==> src/rtl/core/lc3ie_pkg.sv <==
`timescale 1ns / 1ps

package lc3ie_pkg;

    // Machine constants.
    localparam int unsigned ADDR_BITS_DEFAULT = 16;
    localparam logic [15:0] START_PC_RESET    = 16'h3000;

    // Condition code encodings.
    localparam logic [2:0] CC_P = 3'd1;
    localparam logic [2:0] CC_Z = 3'd2;
    localparam logic [2:0] CC_N = 3'd4;

    // Stream widths.
    localparam int unsigned S_TDATA_W = 48;
    localparam int unsigned M_TDATA_W = 80;

    // Register that JSR/JSRR link into.
    localparam logic [2:0] LINK_REG = 3'd7;

    typedef enum logic [3:0] {
        OP_BR   = 4'd0,
        OP_ADD  = 4'd1,
        OP_LD   = 4'd2,
        OP_ST   = 4'd3,
        OP_JSR  = 4'd4,
        OP_AND  = 4'd5,
        OP_LDR  = 4'd6,
        OP_STR  = 4'd7,
        OP_RTI  = 4'd8,
        OP_NOT  = 4'd9,
        OP_LDI  = 4'd10,
        OP_STI  = 4'd11,
        OP_JMP  = 4'd12,
        OP_RES  = 4'd13,
        OP_LEA  = 4'd14,
        OP_TRAP = 4'd15
    } opcode_t;

    typedef struct packed {
        logic        req_type;
        logic [15:0] instr_word;
        logic [15:0] load_addr;
        logic [15:0] load_data;
    } item_t;

    typedef struct packed {
        logic [15:0] next_pc;
        logic [2:0]  cond_flags;
        logic        reg_written;
        logic [2:0]  dest_reg;
        logic [15:0] dest_value;
        logic        mem_written;
        logic [15:0] store_addr;
        logic [15:0] store_data;
        logic        unsupported;
    } res_t;

    // Word memory access request; addresses are full width and cut down in the memory.
    typedef struct packed {
        logic        rd_en;
        logic [15:0] rd_addr;
        logic        wr_en;
        logic [15:0] wr_addr;
        logic [15:0] wr_data;
    } mem_req_t;

    // Register file access request.
    typedef struct packed {
        logic        rd_en;
        logic [2:0]  rd_addr_a;
        logic [2:0]  rd_addr_b;
        logic        wr_en;
        logic [2:0]  wr_addr;
        logic [15:0] wr_data;
    } rf_req_t;

endpackage

==> src/rtl/core/lc3ie_regfile.sv <==
`timescale 1ns / 1ps

module lc3ie_regfile
    import lc3ie_pkg::*;
(
    input  logic        aclk,
    input  logic        aresetn,
    input  rf_req_t     rf_req,
    output logic [15:0] rd_a,
    output logic [15:0] rd_b
);

    // Entries without a valid bit have not been written since reset and read as zero.
    logic [15:0] rf_mem [8];
    logic [7:0]  valid_reg;
    logic [15:0] rd_a_reg;
    logic [15:0] rd_b_reg;

    always_ff @(posedge aclk) begin
        if (!aresetn) begin
            valid_reg <= '0;
        end else if (rf_req.wr_en) begin
            valid_reg[rf_req.wr_addr] <= 1'b1;
        end
    end

    always_ff @(posedge aclk) begin
        if (rf_req.wr_en) begin
            rf_mem[rf_req.wr_addr] <= rf_req.wr_data;
        end
        if (rf_req.rd_en) begin
            rd_a_reg <= valid_reg[rf_req.rd_addr_a] ? rf_mem[rf_req.rd_addr_a] : 16'd0;
            rd_b_reg <= valid_reg[rf_req.rd_addr_b] ? rf_mem[rf_req.rd_addr_b] : 16'd0;
        end
    end

    assign rd_a = rd_a_reg;
    assign rd_b = rd_b_reg;

endmodule

==> config.mk <==
export PLATFORM = sky130hd
export DESIGN_NAME = lc3ie_regfile
export DESIGN_NICKNAME = d
export VERILOG_FILES = /design/src/rtl/core/lc3ie_pkg.sv /design/src/rtl/core/lc3ie_regfile.sv
export SDC_FILE = /design/constraint.sdc
export NUM_CORES = 1
export LEC_CHECK = 0
export BUFFER_PORTS_ARGS = -buffer_cell sky130_fd_sc_hd__buf_2
export CORE_UTILIZATION = 64
export DETAILED_ROUTE_END_ITERATION = 10
export PLACE_DENSITY = 0.82
export SLEW_MARGIN = 20
export SYNTH_ARGS = -nofsm -noshare
export SYNTH_HDL_FRONTEND = slang
export SYNTH_SLANG_ARGS = --single-unit
==> constraint.sdc <==
create_clock -name aclk -period 4.8 [get_ports aclk]
set_input_delay 0.48 -clock aclk [delete_from_list [all_inputs] [get_ports aclk]]
set_output_delay 0.48 -clock aclk [all_outputs]
set_load 0.02 [all_outputs]
; Word-level counts from Yosys, hierarchy flattened
; Memories as Yosys holds them, arrays and structs flattened. A register that Yosys moved wholly into a read port is not among the register bits.
; Index checks and enable logic that the tools add are counted.
[word_totals]
regBits = 8
ramBits = 128
in_bits = 29
mem_count = 1
[mem_list]
columns = memory, depth, word_bits, rd, rd_clocked_by_memory_dff, wr, line
row1 = rf_mem, 8, 16, 2, 2, 1, lc3ie_regfile.sv:14  ; logic [15:0] rf_mem [8];
[op_classes]
n_lt_le_gt_ge = 4
muxes = 8
bitwise_logic = 1
n_reduce_logical = 3
[ops]
columns = cell, n
row1 = $lt A3 B4 Y1 const B, 3
row2 = $or A8 B8 Y8, 1
row3 = $bmux W1 S3, 2
row4 = $mux W1, 5
row5 = $demux W1 S3, 1
row6 = $ge A3 B1 Y1 const B, 1
row7 = $logic_not A1 Y1, 2
row8 = $logic_and A1 B1 Y1, 1

; Longest topological paths before layout
[depth]
depth_word = 5
depth_mapped = 5

; Worst setup path before layout
; OpenSTA, ideal clock, no wires.
[synth_timing]
path_type = input -> register
from = input rf_req[18] (netlist name)
to = memory rf_mem[0][0] (enable)
setup_time_ps = 412
arrival_time_ps = 1844
slack_ps = 2545
stages = 2
n_path_buf = 0
cell_sequence = nand2b_1 > nor3_1
[synth_rtl]
columns = element, line
row1 = from (decl), lc3ie_regfile.sv:8  ; input rf_req_t rf_req,
row2 = to (decl), lc3ie_regfile.sv:14
; Straight into the memory's write port.

; Final worst setup path
[layout_timing]
from = input rf_req[25] (netlist name)
to = register rd_a_reg[9] (netlist: rd_a[9]), read port of rf_mem (data pin)
[layout_via]
elab_chain_cells = 3
[layout_lines]
columns = element, line
row1 = $bmux W1 S3, lc3ie_regfile.sv:32  ; rd_a_reg <= valid_reg[rf_req.rd_addr_a] ? rf_mem[rf_req.rd_addr_a] : 16'd0;
row2 = $mux W1 (not written as such), lc3ie_regfile.sv:32
row3 = $logic_not A1 Y1 (no line), --
row4 = to (decl), lc3ie_regfile.sv:16  ; logic [15:0] rd_a_reg;
; Parallel ways exist; a longest one is shown, timed or not. The select of a mux whose other input is x is not followed.
; A chain may end at the register's enable or synchronous reset.

==> metrics.md <==
| Metric | Value |
|---|---|
| Status | completed |
| GRT overflow | 0 |
| Post-route minimum period | 2168 ps |
| Post-route antenna net violation count | 0 |
| Slowest CP cell | buf_2 |
| Final Util | 76.15% |
| Worst hold path class | in -> reg |
| DR vias | 3796 |
| Clock Latency Late Sink | 430 ps |
| Layout area overhead | 13.90% |
| 1st-iter DRT viols | 282 |
| Drt pass-1 iters | 4 |
| Max IR drop VDD | 0.4241 mV |
| Crit path capture | rd_a[9] |
| Post-synthesis sequential area ratio | 67.04% |
| Residual DRC | 0 |
| Setup bufs post-CTS | 0 |
| Vias in the first global route | 3940 |
| Setup violations, final | 0 |
| Max Fanout on Critical Path | 18 |
| TNS Setup | 0 ps |
| CTS tree | yes |
| CTS max path bufs | 2 |
| Ys Warns | 0 |
| Number of flops mapped to enable cells by yosys | 160 |
| Ant diodes | 0 |
| HPWL after DPL | 8403 um |
| Post-CTS sizing | 0 |
| Final #Nets | 443 |
| CP Depth | 5 |
| Critical path startpoint category | input port |
| Reg2reg end | rd_a[9] |
| Top-level port count | 61 |
| DIE HEIGHT | 109.6 um |
| # fillers | 590 |
| Rel. slew slack | 36.19% |
| RR Startpoint | valid_reg[5] |
| Top cell type's share of synthesized area | 64.88% |
| Final Max Tran Viols | 0 |
| Core Box Area | 11080 um2 |
| Yosys reg bits | 168 |
| Die Area | 12010 um2 |
| Crit path DAT | 2350 ps |
| Worst clock skew | 4.858 ps |
| Root buf cell | clkbuf_16 |
| Die Wd | 109.6 um |
| H-Tree Depth | 4 |
| Final Hold Vio Count | 0 |
| Syn Std Cell Area | 7406 um2 |
| CP cell instances | buf_2, mux4_2, mux2i_4, buf_16, nor2_1 |
| Crit path capture type | register |
| Beginning of the critical path | rf_req[25] |
| Initial antenna violation count | 0 |
| Ys async rst share | 0% |
| Synth cell types | 17 |
| Largest area contributor in the netlist | edfxtp_1 |
| Clock sink total | 168 |
| Register area | 4965 um2 |
| Power per Cell Area | 390.5 nW/um2 |
| FMAX | 461.3 MHz |
| Main synth FF type | edfxtp_1 |
| Vias/cell | 6.707 |
| Synth Area per Inst | 21.40 um2 |
| Worst slew pin tran | 957.2 ps |
| Area taken by multi-input logic gates | 2296 um2 |
| # rows | 38 |
| Max reg flops | 128 |
| Setup CP Type | in -> reg |
| Worst Reg-to-Reg Cells | 4 |
| Syn Nets | 375 |
| Most frequent cell after synthesis | edfxtp_1 |
| Hold Buf Count CTS | 0 |
| Critical path's top delay family | multiplexers |
| GRT Overall Usage | 28.31% |
| Cts bufs inserted | 17 |
| First-pass GRT wire length | 22720 um |
| Buf/Inv on CP | 2 |
| Worst endpoint required time | 4980 ps |
| Period utilisation layout | 45.16% |
| Worst R2R Setup Slack | 2870 ps |
| Number of port buffers | 60 |
| MaxCap Viol Count | 0 |
| Final Wtd Congestion | 0.7312 |
| Cell count after synthesis | 346 |
| Share of layout cells above drive strength 1 | 43.90% |
| Drt wl/cell | 26.20 um |
| RSZ-0062 raised after global routing | no |
| WL final | 14830 um |
| Leakage power | 2.892 nW |
| Synth top area cells | edfxtp_1, mux4_2, mux2i_1 |
| Top cells by count, synth | edfxtp_1, mux4_2, mux2i_1, nor2_4, nor2_1 |
| Initial Utilization | 66.85% |
| Worst-path clk slew | 60 ps |
| Pin count of the biggest net entering global routing | 34 |
| Crit-path max cell delay | 550 ps |
where the power goes:
group          total, W  internal (W)  switching [W]  leakage (nW)
sequential      0.00168       0.00166      0.0000225          1.56
combinational  0.000274      0.000122       0.000152          1.06
clock           0.00134      0.000828       0.000509         0.276
cells in the final DEF, fill, tap and decap left out:
cell type  synthesis  layout
edfxtp_1         160     160
mux4_2            68      68
buf_2              8      60
mux2i_1           32      32
nor2_4            20      20
nor2_1            18      18
clkbuf_16          0      17
buf_4              1      10
o21a_1             8       8
clkbuf_1           6       8
dfxtp_1            8       8
nand2b_1           3       3
bufinv_16          0       3
nand2_1            2       2
nor3_2             0       2
mux2i_4            2       2
clkinv_2           0       2
buf_16             0       2
clkbuf_8           0       1
layer usage:
| layer | global-route usage [%] | wire (um) | vias up |
|---|---|---|---|
| met4 | 12.29 | 308 | 0 |
| met3 | 7.706 | 952 | 25 |
| li1 | - | - | 1587 |
| met5 | 0 | 0 | - |
| met1 | 35.45 | 5569 | 2003 |
| met2 | 46.95 | 7996 | 181 |
final cells by class:
| class | instances | share of cell area (%) |
|---|---|---|
| clock inverter | 5 | 1.187 |
| clock buffer | 26 | 5.562 |
| tap | 140 | 2.077 |
| timing repair buffer | 72 | 5.102 |
| multi-input combinational | 155 | 27.22 |
| sequential | 168 | 58.85 |
metrics by stage:
step	cell area (um2)	power, W	setup WS, ps	instances	hold WS (ps)
floorplan	7406	0.001900	2545	346	451.9
global placement	7811	0.001969	2051	533	463.1
detailed placement	7811	0.001983	1908	533	471.5
CTS	8381	0.003310	2334	564	302.9
global route	8436	0.003390	2589	566	313.8
finish	8436	0.003294	2632	566	321.3
cell families after synthesis:
kind of cell,count (synthesis),synth area share [%]
AND/OR/NAND/NOR,45,4.443
multiplexers,102,25.61
AO/OA/AOI/OAI,8,0.8110
flip-flops,168,67.04
buffers and inverters,23,2.095
how the worst min path moves through the flow:
stage	start	endpoint	slack [ps]	cells past startpoint
2_1_floorplan	valid_reg[4]	valid_reg[4]	450	1
4_1_cts	rf_req[1]	rf_mem[6][1]	300	1
5_1_grt	rf_req[14]	rf_mem[7][14]	310	1
3_3_place_gp	valid_reg[4]	valid_reg[4]	460	1
6_report	rf_req[14]	rf_mem[6][14]	320	1
3_5_place_dp	valid_reg[4]	valid_reg[4]	470	1
No activity file was read; power rests on OpenSTA's default activity.
