[src/rtl/core/lc3ie_pkg.sv]
`timescale 1ns / 1ps

package lc3ie_pkg;

    // Machine constants.
    localparam int unsigned ADDR_BITS_DEFAULT = 16;
    localparam logic [15:0] START_PC_RESET    = 16'h3000;

    // Condition code encodings.
    localparam logic [2:0] CC_P = 3'd1;
    localparam logic [2:0] CC_Z = 3'd2;
    localparam logic [2:0] CC_N = 3'd4;

    // Stream widths.
    localparam int unsigned S_TDATA_W = 48;
    localparam int unsigned M_TDATA_W = 80;

    // Register that JSR/JSRR link into.
    localparam logic [2:0] LINK_REG = 3'd7;

    typedef enum logic [3:0] {
        OP_BR   = 4'd0,
        OP_ADD  = 4'd1,
        OP_LD   = 4'd2,
        OP_ST   = 4'd3,
        OP_JSR  = 4'd4,
        OP_AND  = 4'd5,
        OP_LDR  = 4'd6,
        OP_STR  = 4'd7,
        OP_RTI  = 4'd8,
        OP_NOT  = 4'd9,
        OP_LDI  = 4'd10,
        OP_STI  = 4'd11,
        OP_JMP  = 4'd12,
        OP_RES  = 4'd13,
        OP_LEA  = 4'd14,
        OP_TRAP = 4'd15
    } opcode_t;

    typedef struct packed {
        logic        req_type;
        logic [15:0] instr_word;
        logic [15:0] load_addr;
        logic [15:0] load_data;
    } item_t;

    typedef struct packed {
        logic [15:0] next_pc;
        logic [2:0]  cond_flags;
        logic        reg_written;
        logic [2:0]  dest_reg;
        logic [15:0] dest_value;
        logic        mem_written;
        logic [15:0] store_addr;
        logic [15:0] store_data;
        logic        unsupported;
    } res_t;

    // Word memory access request; addresses are full width and cut down in the memory.
    typedef struct packed {
        logic        rd_en;
        logic [15:0] rd_addr;
        logic        wr_en;
        logic [15:0] wr_addr;
        logic [15:0] wr_data;
    } mem_req_t;

    // Register file access request.
    typedef struct packed {
        logic        rd_en;
        logic [2:0]  rd_addr_a;
        logic [2:0]  rd_addr_b;
        logic        wr_en;
        logic [2:0]  wr_addr;
        logic [15:0] wr_data;
    } rf_req_t;

endpackage

[src/rtl/core/lc3ie_ctrl.sv]
`timescale 1ns / 1ps

module lc3ie_ctrl
    import lc3ie_pkg::*;
(
    input  logic        aclk,
    input  logic        aresetn,
    input  logic [15:0] start_pc,
    output logic        cfg_open,
    input  logic        item_valid,
    input  item_t       item,
    output logic        item_take,
    input  logic        out_free,
    output logic        res_valid,
    output res_t        res,
    output mem_req_t    mem_req,
    input  logic [15:0] mem_rdata,
    output rf_req_t     rf_req,
    input  logic [15:0] rf_a,
    input  logic [15:0] rf_b
);

    typedef enum logic [1:0] {
        S_INIT,
        S_IDLE,
        S_EXE,
        S_MEM
    } state_t;

    state_t      state_reg, state_next;
    logic [15:0] pc_reg, pc_next;
    logic [2:0]  cc_reg, cc_next;
    logic [15:0] instr_reg, instr_next;

    // Decode of the incoming item, used to launch the first reads.
    opcode_t     op_in;
    logic [15:0] pc_inc;
    logic [15:0] addr9_in;

    // Decode of the instruction in flight.
    opcode_t     op;
    logic [2:0]  r0;
    logic [15:0] off9, off6, off11, imm5;
    logic [15:0] src2, addr9, addr6;

    logic        ex_rw, ex_mw, ex_uns, ex_need_mem;
    logic [2:0]  ex_dr;
    logic [15:0] ex_dv, ex_sa, ex_sd, ex_pc, ex_mem_addr;

    logic        fin_go;
    logic [15:0] fin_dv;
    logic        fin_cc_upd;

    function automatic logic [2:0] cc_of(input logic [15:0] v);
        if (v == 16'd0) begin
            return CC_Z;
        end else if (v[15]) begin
            return CC_N;
        end
        return CC_P;
    endfunction

    assign pc_inc   = pc_reg + 16'd1;
    assign op_in    = opcode_t'(item.instr_word[15:12]);
    assign addr9_in = pc_inc + {{7{item.instr_word[8]}}, item.instr_word[8:0]};

    assign op    = opcode_t'(instr_reg[15:12]);
    assign r0    = instr_reg[11:9];
    assign off9  = {{7{instr_reg[8]}}, instr_reg[8:0]};
    assign off6  = {{10{instr_reg[5]}}, instr_reg[5:0]};
    assign off11 = {{5{instr_reg[10]}}, instr_reg[10:0]};
    assign imm5  = {{11{instr_reg[4]}}, instr_reg[4:0]};
    assign src2  = instr_reg[5] ? imm5 : rf_b;
    assign addr9 = pc_inc + off9;
    assign addr6 = rf_a + off6;

    // Execute step: operands come from the register file and the first memory read.
    always_comb begin
        ex_rw       = 1'b0;
        ex_dr       = 3'd0;
        ex_dv       = 16'd0;
        ex_mw       = 1'b0;
        ex_sa       = 16'd0;
        ex_sd       = 16'd0;
        ex_uns      = 1'b0;
        ex_pc       = pc_inc;
        ex_need_mem = 1'b0;
        ex_mem_addr = addr6;
        case (op)
            OP_BR: begin
                if ((r0 & cc_reg) != 3'd0) begin
                    ex_pc = addr9;
                end
            end
            OP_ADD: begin
                ex_rw = 1'b1;
                ex_dr = r0;
                ex_dv = rf_a + src2;
            end
            OP_AND: begin
                ex_rw = 1'b1;
                ex_dr = r0;
                ex_dv = rf_a & src2;
            end
            OP_NOT: begin
                ex_rw = 1'b1;
                ex_dr = r0;
                ex_dv = ~rf_a;
            end
            OP_LD: begin
                ex_rw = 1'b1;
                ex_dr = r0;
                ex_dv = mem_rdata;
            end
            OP_LDI: begin
                ex_rw       = 1'b1;
                ex_dr       = r0;
                ex_need_mem = 1'b1;
                ex_mem_addr = mem_rdata;
            end
            OP_LDR: begin
                ex_rw       = 1'b1;
                ex_dr       = r0;
                ex_need_mem = 1'b1;
                ex_mem_addr = addr6;
            end
            OP_LEA: begin
                ex_rw = 1'b1;
                ex_dr = r0;
                ex_dv = addr9;
            end
            OP_ST: begin
                ex_mw = 1'b1;
                ex_sa = addr9;
                ex_sd = rf_b;
            end
            OP_STI: begin
                ex_mw = 1'b1;
                ex_sa = mem_rdata;
                ex_sd = rf_b;
            end
            OP_STR: begin
                ex_mw = 1'b1;
                ex_sa = addr6;
                ex_sd = rf_b;
            end
            OP_JMP: begin
                ex_pc = rf_a;
            end
            OP_JSR: begin
                // The JSRR target was read before R7 takes the link value.
                ex_rw = 1'b1;
                ex_dr = LINK_REG;
                ex_dv = pc_inc;
                ex_pc = instr_reg[11] ? (pc_inc + off11) : rf_a;
            end
            OP_RTI, OP_RES, OP_TRAP: begin
                ex_uns = 1'b1;
            end
            default: begin
                ex_uns = 1'b1;
            end
        endcase
    end

    assign fin_go     = out_free && (((state_reg == S_EXE) && !ex_need_mem)
                                     || (state_reg == S_MEM));
    assign fin_dv     = (state_reg == S_MEM) ? mem_rdata : ex_dv;
    assign fin_cc_upd = ex_rw && (op != OP_JSR);

    always_comb begin
        state_next = state_reg;
        pc_next    = pc_reg;
        cc_next    = cc_reg;
        instr_next = instr_reg;
        item_take  = 1'b0;
        res_valid  = 1'b0;
        res        = '0;
        mem_req    = '0;
        rf_req     = '0;
        case (state_reg)
            S_INIT: begin
                pc_next    = start_pc;
                state_next = S_IDLE;
            end
            S_IDLE: begin
                if (item_valid) begin
                    if (item.req_type) begin
                        if (out_free) begin
                            item_take       = 1'b1;
                            mem_req.wr_en   = 1'b1;
                            mem_req.wr_addr = item.load_addr;
                            mem_req.wr_data = item.load_data;
                            res_valid       = 1'b1;
                            res.next_pc     = pc_reg;
                            res.cond_flags  = cc_reg;
                        end
                    end else begin
                        item_take        = 1'b1;
                        instr_next       = item.instr_word;
                        rf_req.rd_en     = 1'b1;
                        rf_req.rd_addr_a = item.instr_word[8:6];
                        if (op_in == OP_ST || op_in == OP_STI || op_in == OP_STR) begin
                            rf_req.rd_addr_b = item.instr_word[11:9];
                        end else begin
                            rf_req.rd_addr_b = item.instr_word[2:0];
                        end
                        mem_req.rd_en   = 1'b1;
                        mem_req.rd_addr = addr9_in;
                        state_next      = S_EXE;
                    end
                end
            end
            S_EXE: begin
                if (ex_need_mem) begin
                    mem_req.rd_en   = 1'b1;
                    mem_req.rd_addr = ex_mem_addr;
                    state_next      = S_MEM;
                end
            end
            S_MEM: begin
                state_next = S_MEM;
            end
            default: begin
                state_next = S_IDLE;
            end
        endcase

        // Retire the instruction: commit every side effect and emit the result together.
        if (fin_go) begin
            res_valid       = 1'b1;
            res.next_pc     = ex_pc;
            res.cond_flags  = fin_cc_upd ? cc_of(fin_dv) : cc_reg;
            res.reg_written = ex_rw;
            res.dest_reg    = ex_dr;
            res.dest_value  = ex_rw ? fin_dv : 16'd0;
            res.mem_written = ex_mw;
            res.store_addr  = ex_sa;
            res.store_data  = ex_sd;
            res.unsupported = ex_uns;
            rf_req.wr_en    = ex_rw;
            rf_req.wr_addr  = ex_dr;
            rf_req.wr_data  = fin_dv;
            mem_req.wr_en   = ex_mw;
            mem_req.wr_addr = ex_sa;
            mem_req.wr_data = ex_sd;
            pc_next         = ex_pc;
            if (fin_cc_upd) begin
                cc_next = cc_of(fin_dv);
            end
            state_next = S_IDLE;
        end
    end

    always_ff @(posedge aclk) begin
        if (!aresetn) begin
            state_reg <= S_INIT;
            pc_reg    <= START_PC_RESET;
            cc_reg    <= CC_Z;
        end else begin
            state_reg <= state_next;
            pc_reg    <= pc_next;
            cc_reg    <= cc_next;
        end
        instr_reg <= instr_next;
    end

    assign cfg_open = (state_reg != S_INIT);

    ap_mem_one_access: assert property (@(posedge aclk) disable iff (!aresetn)
        !(mem_req.rd_en && mem_req.wr_en))
        else $error("word memory read and written in the same cycle");

    ap_res_has_room: assert property (@(posedge aclk) disable iff (!aresetn)
        res_valid |-> out_free)
        else $error("result produced while the output register is full");

    ap_rf_wr_retires: assert property (@(posedge aclk) disable iff (!aresetn)
        (rf_req.wr_en || mem_req.wr_en) |-> res_valid)
        else $error("state written without a retiring result");

    ap_instr_to_exe: assert property (@(posedge aclk) disable iff (!aresetn)
        (item_take && !item.req_type) |=> (state_reg == S_EXE))
        else $error("instruction taken but execute step did not follow");

endmodule

[config.mk]
export PLATFORM = sky130hd
export DESIGN_NAME = lc3ie_ctrl
export DESIGN_NICKNAME = d
export VERILOG_FILES = /design/src/rtl/core/lc3ie_pkg.sv /design/src/rtl/core/lc3ie_ctrl.sv
export SDC_FILE = /design/constraint.sdc
export NUM_CORES = 1
export LEC_CHECK = 0
export ABC_AREA = 1
export BUFFER_PORTS_ARGS = -buffer_cell sky130_fd_sc_hd__buf_2
export CAP_MARGIN = 10
export CORE_UTILIZATION = 45
export CTS_CLUSTER_DIAMETER = 80
export DETAILED_ROUTE_END_ITERATION = 8
export PLACE_DENSITY_LB_ADDON = 0.25
export SLEW_MARGIN = 10
export SYNTH_ARGS = -nofsm -noshare
export SYNTH_HDL_FRONTEND = slang
export SYNTH_SLANG_ARGS = --single-unit
[constraint.sdc]
create_clock -name aclk -period 2.8 [get_ports aclk]
set_input_delay 0.14 -clock aclk [delete_from_list [all_inputs] [get_ports aclk]]
set_output_delay 0.14 -clock aclk [all_outputs]
set_load 0.05 [all_outputs]
==> impl_metrics.ini, run 1 <==
[die]
io_pins = 270
die_h_um = 141
die_x_um = 141
rows = 50
start_util_pct = 46.2

[clock_tree]
clockRootBuffer = clkbuf_16
clock-sinks = 37
cts_hold_buf = 0
cts_max_level = 2
cts_buffers = 5
clock_path_buffers = 2

[placement]
dp.cells = 2352
dp_hpwl_mm = 36.3
portBuffers = 269
globalplace.congestion = 1.05
placed_cell_area_um2 = 12800
post-place-ws_ps = -850

[synthesis]
synthArstFlopShare_pct = 0
synth_edf_count = 16
syn_nets = 1783
synthCells = 1587
ys_warn_count = 0
synth.avg_cell_area_um2 = 5.46
synth_flop_cell = dfxtp_1
ys_types = 50
ys_seq_area_share_pct = 10.4
synth_seq_cells = 37
syn-cell-area_um2 = 8670

[global_routing]
grt_usage_pct = 83.7
grt_max_degree = 33
global_route.overflow_total = 259

[run_status]
error_line = [ERROR GRT-0232] Routing congestion too high. Check the congestion heatmap in the GUI.
status = aborted with a tool error
lastStage = 5_1_grt

[sta]
worstEndpointGrtRepair = res[55]
worst_endpoint_kind = primary output
==> routing by layer <==
metal	overflow	GRT usage, %
met5	0	25.3
met4	85	86.6
met3	4	70.0
met2	164	101
met1	6	82.3
==> through the flow <==
stage | utilization [%] | TNS (ps) | hold slack, ps
after global placement | 68.3 | -21830 | 329
after floorplan | - | -522 | 239
after detailed placement | 68.3 | -25730 | 333
after CTS | 81.2 | -30060 | 34.3
==> cell families after synthesis <==
family	after synthesis	share of synthesized area (%)
adder cells (fa/ha/maj)	79	11.7
XOR/XNOR	23	2.32
buffers and inverters	282	12.9
flip-flops	37	10.4
AND/OR/NAND/NOR	817	39.9
AO/OA/AOI/OAI	349	22.7
==> Yosys cell counts (all sizes together) (11+ instances only) <==
| cell type | number | area (µm²) |
|---|---|---|
| ha | 75 | 938 |
| nand3b | 13 | 97.6 |
| nand2 | 480 | 1810 |
| nand4 | 24 | 150 |
| nor3 | 11 | 65.1 |
| clkbuf | 17 | 63.8 |
| o211ai | 14 | 105 |
| edfxtp | 16 | 480 |
| dfxtp | 21 | 420 |
| nor2 | 176 | 751 |
| o22ai | 13 | 81.3 |
| nand3 | 101 | 505 |
| xor2 | 19 | 166 |
| a21oi | 118 | 591 |
| inv | 234 | 881 |
| o21ai | 158 | 817 |
| buf | 27 | 161 |
==> repair_timing <==
item / 4_1_cts
buffers inserted: 88
setup endpoints to repair: 128
gates resized for setup: 492
pin swaps: 115
cloned: 2
==> run 2, diff against run 1 <==
CORE_UTILIZATION = 30   (was 45)
CTS_CLUSTER_DIAMETER = unset   (was 80)
PLACE_DENSITY_LB_ADDON = 0.15   (was 0.25)
clock period = 3.65 ns   (was 2.8 ns; I/O delays follow)
==> run 2 against run 1 <==
Against the previous run: the flow now finishes, with violations (negative setup slack); area after synthesis unchanged; synthesized cell count unchanged.
==> impl_metrics.ini, run 2 <==
[layout]
area_delta_synth_final_pct = 38.1
antenna_cells = 0
nFillCells = 3185
drive_gt1_share_pct = 29.3
layout_common_cells = nand2_1 (438), buf_2 (252), inv_1 (209)
fin_nets = 2132
final_common_cell = nand2_1

[synthesis]
netlist.area_leader.share_pct = 20.6
syn_nets = 1783
yosys.area_share.simple_pct = 39.9
ys_warn_count = 0
synthCells = 1587
ys_top_cells_by_count = nand2_1 (475), inv_1 (222), nor2_1 (163), o21ai_0 (133), a21oi_1 (118)
yosys-mux-area-fraction_pct = 0
synth_most_common_cell = nand2_1
synth_flop_cell = dfxtp_1
synth_seq_cells = 37
yosys.area.top_type = nand2_1
synthArstFlopShare_pct = 0
ys_seq_area_share_pct = 10.4
syn-cell-area_um2 = 8670
synth_xor_area_share_pct = 2.32
ys_types = 50
synth_top_family_by_area = simple AND/OR/NAND/NOR gates
synthAdderAreaFrac_pct = 11.7
synth_compound_gate_area_share_pct = 22.7
synth_edf_count = 16
synth.avg_cell_area_um2 = 5.46
synth.area.top_cells = nand2_1 (21%), ha_1 (11%), inv_1 (9.6%), o21ai_0 (7.7%), nor2_1 (7.1%)

[route]
wirelength_mm = 43.6
vias_per_cell = 5.16
drc = 0
ant_nets = 0
wl_per_cell_um = 18.8
firstDrtPassIters = 5
drtIter0Drc = 971
vias = 11900

[power]
combinationalPowerShare_pct = 82.9
power_switching_mw = 4.26
irDropWorstVdd_uv = 336
p_per_area_nw_per_um2 = 609
switching_share_pct = 58.5
pwr-share-seq_pct = 9.8
power.internal_mw = 3.03
p_clk_share_pct = 7.3
power.leakage_nw = 6.46
power_mw = 7.29

[worst_setup_path]
critPathKind = reg -> out
regToRegEndpoint = cc_reg[1]
critical_path_peak_fanout = 4
rrSetupSlack_ps = 560
cp.arrival_ps = 3550
r2r_cells = 16
reg2reg_from = pc_reg[1]
critPathRequiredTime_ps = 3470
end_kind = output pin
start_kind = flip-flop

[sta]
fmax_mhz = 268
hold_violations = 0
worst_pin_slew_ps = 809
rsz0062_at_grt = yes
finalMaxSlewViolations = 0
fin_skew_ps = 18.0
slew_headroom_pct = 46.1
setup_ws_ps = -82.4
finalCritPeriodShare_pct = 102
setup_viol = 1
fin_crit_ps = 3730

[clock_tree]
cts_buffers = 5
path_clk_slew_ps = 80
clock_path_buffers = 2
clockRootBuffer = clkbuf_16
clock-sinks = 37
cts_max_level = 2
insertion_delay_ps = 300
cts_tree = done

[placement]
portBuffers = 269
post-place-ws_ps = -84.5
dp_hpwl_mm = 36.6
globalplace.congestion = 0.989

[die]
rows = 61
start_util_pct = 30.9
die_area_um2 = 29600
die_x_um = 172
io_pins = 270
core_um2 = 28100
die_h_um = 172

[global_routing]
grt_usage_pct = 28.4
antenna_found_initial = 0
grt_pass1_vias = 10700
grt_max_degree = 44
global_route.overflow_total = 0
grt_first_pass_wirelength_mm = 63.0

[worst_hold_path]
holdPathEnd = instr_reg[14]
min_from = item[46]
hp-class = in -> reg
worstHoldPathCells = 1

[run]
max_cap_viol_count = 0

[run_status]
violations = negative setup slack
status = finished with violations
## run 2: what timing repair did
item / in CTS / in global routing
pin swaps: 12 / 35
buffers inserted: 2 / 15
endpoints found under the setup margin: 29 / 45
hold buffers: 0 / 0
resized for setup: 71 / 126
## run 2: cells by family after synthesis
family,Yosys count
AO/OA/AOI/OAI,349
XOR/XNOR,23
adder cells (fa/ha/maj),79
buffers and inverters,282
flip-flops,37
AND/OR/NAND/NOR,817
## run 2: area by class of cell
class                   count  area (µm²)  area share, %
clock buffers               5         125           1.04
well taps                 378         473           3.95
multi-input cells        1268        7200           60.1
clock inverters             3        46.3          0.387
repair buffers            386        2320           19.4
flip-flops and latches     37         918           7.67
inverters                 238         896           7.48
## run 2: worst max-delay path by stage
stage	endpoint	start	slack, ps
detailed placement	res[69]	pc_reg[1]	-80
finish	res[55]	pc_reg[1]	-80
global placement	res[69]	pc_reg[6]	-50
floorplan	mem_req[48]	pc_reg[0]	100
global route	res[55]	pc_reg[0]	-200
CTS	res[55]	pc_reg[1]	-40
## run 2: power groups by stage
stage | clock [mW] | combinational [mW] | sequential [mW]
5_1_grt | 0.549 | 6.56 | 0.727
2_1_floorplan | 0 | 3.37 | 0.660
4_1_cts | 0.536 | 5.50 | 0.684
6_report | 0.532 | 6.05 | 0.711
3_3_place_gp | 0 | 5.31 | 0.685
3_5_place_dp | 0 | 5.29 | 0.686
## run 2: per-layer routing
layer,part of all wire (%),global-route usage [%]
met5,0,0
met4,3.4,9.47
met3,7.1,2.17
met2,45,47.6
met1,44,38.3
## run 2: stage by stage
step / hold slack (ps) / std cells / utilization (%) / instance area (µm²) / TNS, ps
finish: 68.9 / 2315 / 42.6 / 12000 / -82.4
global placement: 382 / 2290 / 39.3 / 11000 / -46.2
global route: 68.7 / 2315 / 42.6 / 12000 / -867
floorplan: 281 / 1587 / - / 8670 / 0
CTS: 66.4 / 2300 / 40.7 / 11400 / -63.0
detailed placement: 373 / 2290 / 39.3 / 11000 / -310
## run 2: worst max-delay path: stages (launching register included)
cell and delay [ps]:
dfxtp_4 360, ha_4 170, or2_2 260, nand2_1 150, inv_2 90, ha_4 290, xor2_1 190, nor2_1 80
a21oi_1 230, nand4_1 140, nand2_1 140, nand2_1 60, nor2_1 120, nand2_2 100, nor3_4 220, nand4_1 280
nand2_1 190, buf_6 170
(Power assumes the default switching activity.)
